===== src/cel_pkg.sv =====
// Package: types and constants of the cross-entropy loss unit.
package cel_pkg;
   localparam int PROB_FRAC_BITS = 16;
   localparam int LOG_FRAC = 24;
   localparam logic [31:0] LN2_Q32 = 32'd2977044472;
   localparam logic signed [31:0] VAL_MAX = 32'sh7fffffff;
   localparam logic signed [31:0] VAL_MIN = 32'sh80000000;

   typedef enum logic {
      KIND_FORWARD = 1'b0,
      KIND_BACKWARD = 1'b1
   } kind_type;

   typedef struct packed {
      logic        kind;
      logic [16:0] probability;
      logic [16:0] target;
      logic signed [31:0] row_gradient;
      logic        last;
   } req_type;

   typedef struct packed {
      logic signed [31:0] value;
      logic        is_gradient;
      logic        saturated;
      logic        zero_probability;
   } rsp_type;

   localparam int QUEUE_DEPTH = 2;
endpackage


===== src/cel_queue.sv =====
// Two-entry queue between the front and back parts.
module cel_queue import cel_pkg::*; (
   input  logic    clock,
   input  logic    reset,
   input  logic    in_valid,
   output logic    in_stall,
   input  req_type in_data,
   output logic    out_valid,
   input  logic    out_stall,
   output req_type out_data
);
   req_type mem_ff [QUEUE_DEPTH];
   logic rd_ff, rd_in, wr_ff, wr_in;
   logic [1:0] cnt_ff, cnt_in;
   logic push, pop;

   assign in_stall  = (cnt_ff == 2'(QUEUE_DEPTH));
   assign out_valid = (cnt_ff != 2'd0);
   assign out_data  = mem_ff[rd_ff];
   assign push = in_valid && !in_stall;
   assign pop  = out_valid && !out_stall;

   always_comb begin
      rd_in  = pop ? ~rd_ff : rd_ff;
      wr_in  = push ? ~wr_ff : wr_ff;
      cnt_in = cnt_ff + {1'b0, push} - {1'b0, pop};
   end

   always_ff @(posedge clock) begin
      if (reset) begin
         rd_ff  <= 1'b0;
         wr_ff  <= 1'b0;
         cnt_ff <= 2'd0;
      end else begin
         rd_ff  <= rd_in;
         wr_ff  <= wr_in;
         cnt_ff <= cnt_in;
      end
      if (push) mem_ff[wr_ff] <= in_data;
   end
endmodule


===== config.mk =====
export PLATFORM = sky130hd
export DESIGN_NAME = cel_queue
export DESIGN_NICKNAME = d
export VERILOG_FILES = /design/src/cel_pkg.sv /design/src/cel_queue.sv
export SDC_FILE = /design/constraint.sdc
export NUM_CORES = 1
export LEC_CHECK = 0
export BUFFER_PORTS_ARGS = -buffer_cell sky130_fd_sc_hd__buf_2
export CORE_ASPECT_RATIO = 1.1
export CORE_MARGIN = 5
export CORE_UTILIZATION = 52
export DETAILED_ROUTE_END_ITERATION = 7
export GPL_TIMING_DRIVEN = 0
export MAX_ROUTING_LAYER = met4
export PLACE_DENSITY_LB_ADDON = 0.15
export SLEW_MARGIN = 20
export SYNTH_ARGS = -nofsm -noshare
export SYNTH_HDL_FRONTEND = slang
export SYNTH_SLANG_ARGS = --single-unit

===== constraint.sdc =====
create_clock -name clock -period 3.44 [get_ports clock]
set_input_delay 0.172 -clock clock [delete_from_list [all_inputs] [get_ports clock]]
set_output_delay 0.172 -clock clock [all_outputs]
set_load 0.02 [all_outputs]

[Word-level counts from Yosys, hierarchy flattened]
Memory sizes are Yosys's and may differ from the RTL's. A register that Yosys moved wholly into a read port is not among the register bits.
Cells that the tools add are included.
Widths: inputs -> output; s select.
Word-level totals
  flip-flop bits (word level): 4
  memory bits (writable): 136
  logic and storage cells: 18
  memories kept: 1
Memory list
  mem_ff: depth 2, width 68, read ports 1, clocked after memory_dff 1, wr ports 1, line cel_queue.sv:12  | req_type mem_ff [QUEUE_DEPTH];
Cells by class
  $add $sub $neg: 2
  equal/unequal tests: 1
  multiplexer cells: 4
  bitwise gates (word level): 2
  reductions and logical operators: 5
Operators by type and width (count)
  $mux 1: 4
  $add 2x1->2: 1
  $eq 2x2->1 const B: 1
  $logic_and 1x1->1: 2
  $logic_not 1->1: 2
  $not 1->1: 2
  $reduce_bool 2->1: 1
  $sub 2x1->2: 1

[Logic depth before layout (Yosys ltp)]
  word-level depth: 5
  depth in mapped cells: 8
  gate-level depth less buffers: 8

[Least setup slack after synthesis]
No wires, ideal clock.
  path type: reg2reg
  from: reg cnt_ff[0]
  to: mem mem_ff[0][0] (netlist name), enable pin
  arrival time: 2237 ps
  required time: 3018 ps
  slack: 781 ps
  cell stages (with the launch flop): 5
  buffers on the path: 0
  path through: dfxtp_1 > nand2b_2 > inv_1 > or3_1 > inv_1
Between the ends
  longest elaborated chain between the ends: 5
Ends and longest elaborated chain
  start, declared: line cel_queue.sv:14  | logic [1:0] cnt_ff, cnt_in;
  start signal, assigned: line cel_queue.sv:37  | cnt_ff <= cnt_in;
  $eq 2x2->1: line cel_queue.sv:17  | assign in_stall = (cnt_ff == 2'(QUEUE_DEPTH));
  named net in_stall: line cel_queue.sv:6  | output logic in_stall,
  $logic_not 1->1: line cel_queue.sv:20  | assign push = in_valid && !in_stall;
  $logic_and 1x1->1: line cel_queue.sv:20
  $mux 1: line cel_queue.sv:39  | if (push) mem_ff[wr_ff] <= in_data;
  $mux 1 (implied by the code): line cel_queue.sv:39
  end, declared: line cel_queue.sv:12
The timed path passes the listed nets, and every way through them passes these cells.

==> impl_metrics.json <==
{
  "synthXorXnorAreaFrac_pct": 0.335,
  "final.min_clock_period_ns": 1.92,
  "first_global_vias": 3346,
  "place_ws_ns": 1.57,
  "insertion_delay_ns": 0.51,
  "power.ir.vdd_worst_mv": 0.422,
  "synth_area_leader_cell": "sky130_fd_sc_hd__edfxtp_1",
  "cts_tree": "done",
  "cts.repair.resized": 0,
  "grt_antenna_before_repair": 0,
  "wire_length_of_the_first_global_routing_pass_um": 16400,
  "tritoncts.num_buffers": 17,
  "synthesis.yosys.warnings": 0,
  "critPathLaunchType": "flop",
  "power_density_nw_per_um2": 742,
  "nature_of_the_critical_path_endpoint": "primary output",
  "synth_adder_area_share_pct": 0.478,
  "die_h_um": 115,
  "initial_core_util_pct": 53.2,
  "synth_largest_type_area_fraction_pct": 78.0,
  "worst-slew-pin-transition_ns": 0.490,
  "setup_viol_count_final": 0,
  "core.rowCount": 38,
  "slew_headroom_pct": 67.3,
  "io_pins": 142,
  "vias": 3034,
  "timing.setup.critical_path_class": "flop to primary output",
  "drt_first_iter_violations": 138,
  "grt_remaining_overflow": 0,
  "grt_max_degree": 48,
  "coreArea_sq_um": 9840,
  "crit_required_ns": 3.27,
  "syn_to_final_growth_pct": 43.0,
  "cts_root_buf": "sky130_fd_sc_hd__clkbuf_8",
  "detail_route.vias_per_cell": 5.02,
  "timing.setup.tns_ns": 0,
  "synth_cell_types": 19,
  "synth_fp_nets": 314,
  "fin_worst_skew_ns": 0.00764,
  "wl_um": 10400,
  "drt-wirelength-per-cell_um": 17.2,
  "route.detailed.drc": 0,
  "synth_simple_gate_area_share_pct": 0.933,
  "synth.yosys.seq_area_share_pct": 80.0,
  "grt_setup_unrepaired": "no",
  "worst_setup_hold_path_clk_slew_ns": 0.06,
  "cts_max_level": 4,
  "synth_top_family_by_area": "multiplexers",
  "post_dp_hpwl_um": 6310,
  "detail_route.first_pass.iterations": 4,
  "antenna_cells": 0,
  "worst_hold_path_type": "primary input to flop",
  "cell_area_synth_sq_um": 5230,
  "worst_slack_ns": 1.52,
  "finalHoldViolations": 0,
  "floorplan.die_area_sq_um": 12200,
  "synth_top_cells_by_area": "sky130_fd_sc_hd__edfxtp_1, sky130_fd_sc_hd__mux2_2, sky130_fd_sc_hd__mux2_4",
  "syn-mean-instance-area_sq_um": 21.8,
  "power_leakage_nw": 2.94,
  "grt_use_total_pct": 18.5,
  "instances_no_fill": 604,
  "fin_util_pct": 76.0,
  "final_antenna_net_count": 0,
  "timing_max_transition_violations_final": 0,
  "timing.fmax_mhz": 521,
  "buffer_ports.inserted": 141,
  "synth_compound_area_share_pct": 0.478,
  "proportion_of_layout_cells_with_a_drive_suffix_above_1_pct": 51.7,
  "chipWidth_um": 106,
  "maxCapViolations": 0,
  "postSynthCellCount": 240,
  "synth_mux_area_share_pct": 16.1,
  "fin_crit_sh_pct": 55.8,
  "design.final.nets": 546,
  "cts_num_sinks": 141,
  "status": "completed",
  "post-place-cells": 503,
  "globalplace.congestion": 0.727,
  "cts.path.max_buffers": 2,
  "cp_max_fo": 10,
  "ys_seq_elements": 141,
  "timing.critical_path.arrival_ns": 1.75
}
[registers in the layout, indices dropped and copies added, names as in the netlist, named ones only]
signal,cells
rd_ff,1
mem_ff,136
wr_ff,1
cnt_ff,2
[per-stage QoR]
step / cell area (sq um) / hold slack, ns / total power [mW]
6_report: 7480 / 0.0953 / 5.55
2_1_floorplan: 5230 / 0.241 / 3.15
5_1_grt: 7480 / 0.104 / 5.80
3_3_place_gp: 6090 / 0.360 / 3.54
4_1_cts: 7480 / 0.0704 / 5.61
3_5_place_dp: 6140 / 0.363 / 3.57
[worst paths after layout]
path	start	slack, ns	to	cells after the start
min	in_valid	0.1	wr_ff	4
max reg2reg	cnt_ff[0]	1.58	mem_ff[0][61]	5
max	flop	1.52	out_data[65]	5
min reg2reg	wr_ff	0.51	wr_ff	2
[metal layers]
metal | share of wire (%) | wire length [um] | vias to the layer above | track usage, %
li1 | - | - | 1415 | -
met1 | 39 | 4020 | 1489 | 19.7
met2 | 53 | 5510 | 115 | 32.4
met3 | 6.5 | 678 | 15 | 6.01
met4 | 1.7 | 174 | 0 | 6.99
met5 | 0 | 0 | - | -
[cells in the mapped netlist]
cell type                  count
sky130_fd_sc_hd__mux2_2       48
sky130_fd_sc_hd__or3_1         2
sky130_fd_sc_hd__buf_2         4
sky130_fd_sc_hd__inv_1         5
sky130_fd_sc_hd__buf_8         2
sky130_fd_sc_hd__xor2_1        1
sky130_fd_sc_hd__ha_1          2
sky130_fd_sc_hd__nor2_1        3
sky130_fd_sc_hd__buf_6         2
sky130_fd_sc_hd__and3_1        1
sky130_fd_sc_hd__xnor2_1       1
sky130_fd_sc_hd__mux2_4       20
sky130_fd_sc_hd__nor2b_1       1
sky130_fd_sc_hd__nand2_1       1
sky130_fd_sc_hd__dfxtp_1       5
sky130_fd_sc_hd__nand2b_2      1
sky130_fd_sc_hd__o21ai_0       2
sky130_fd_sc_hd__a21oi_1       3
sky130_fd_sc_hd__edfxtp_1    136
[area by class of cell]
| class | count | area, sq um |
|---|---|---|
| timing repair buffer | 213 | 1450 |
| tap | 120 | 150 |
| sequential | 141 | 4180 |
| clock buffer | 19 | 422 |
| fill | 579 | 2360 |
| inverter | 5 | 21.3 |
| multi-input combinational | 86 | 962 |
| buffer | 8 | 72.6 |
| clock inverter | 12 | 219 |
[kinds of logic (layout without fill, tap and decap cells)]
group           count (synthesis)  after routing
simple gates                    9              9
compound gates                  5              5
xor+xnor                        2              2
fa+ha+maj                       2              2
buf+inv                        13            257
mux                            68             68
flops                         141            141
[placed cells by master, fill, tap and decap left out, types with 4 or more instances in the layout]
cell                              n
sky130_fd_sc_hd__bufinv_16        6
sky130_fd_sc_hd__dlygate4sd3_1   70
sky130_fd_sc_hd__buf_2          145
sky130_fd_sc_hd__inv_1            4
sky130_fd_sc_hd__edfxtp_1       136
sky130_fd_sc_hd__clkbuf_16       16
sky130_fd_sc_hd__dfxtp_1          5
sky130_fd_sc_hd__mux2_2          48
sky130_fd_sc_hd__mux2_4          20
[power by group]
part	leakage [nW]	switching, mW	internal (mW)
Clock	0.309	0.650	1.32
Combinational	1.32	0.767	0.611
Sequential	1.31	0.0569	2.15
Total	2.94	1.47	4.08
[worst max-delay path: stages, from the launching register on]
cell	delay, ns
sky130_fd_sc_hd__dfxtp_1	0.32
sky130_fd_sc_hd__buf_6	0.11
sky130_fd_sc_hd__buf_6	0.16
sky130_fd_sc_hd__buf_8	0.17
sky130_fd_sc_hd__mux2_4	0.31
sky130_fd_sc_hd__buf_2	0.16
[timing repair]
item / in CTS / in global routing
buffers inserted: 0 / 0
endpoints found under the setup margin: 0 / 0
hold buffers: 70 / 0
hold endpoints to repair: 141 / 0
(Power assumes the default switching activity.)
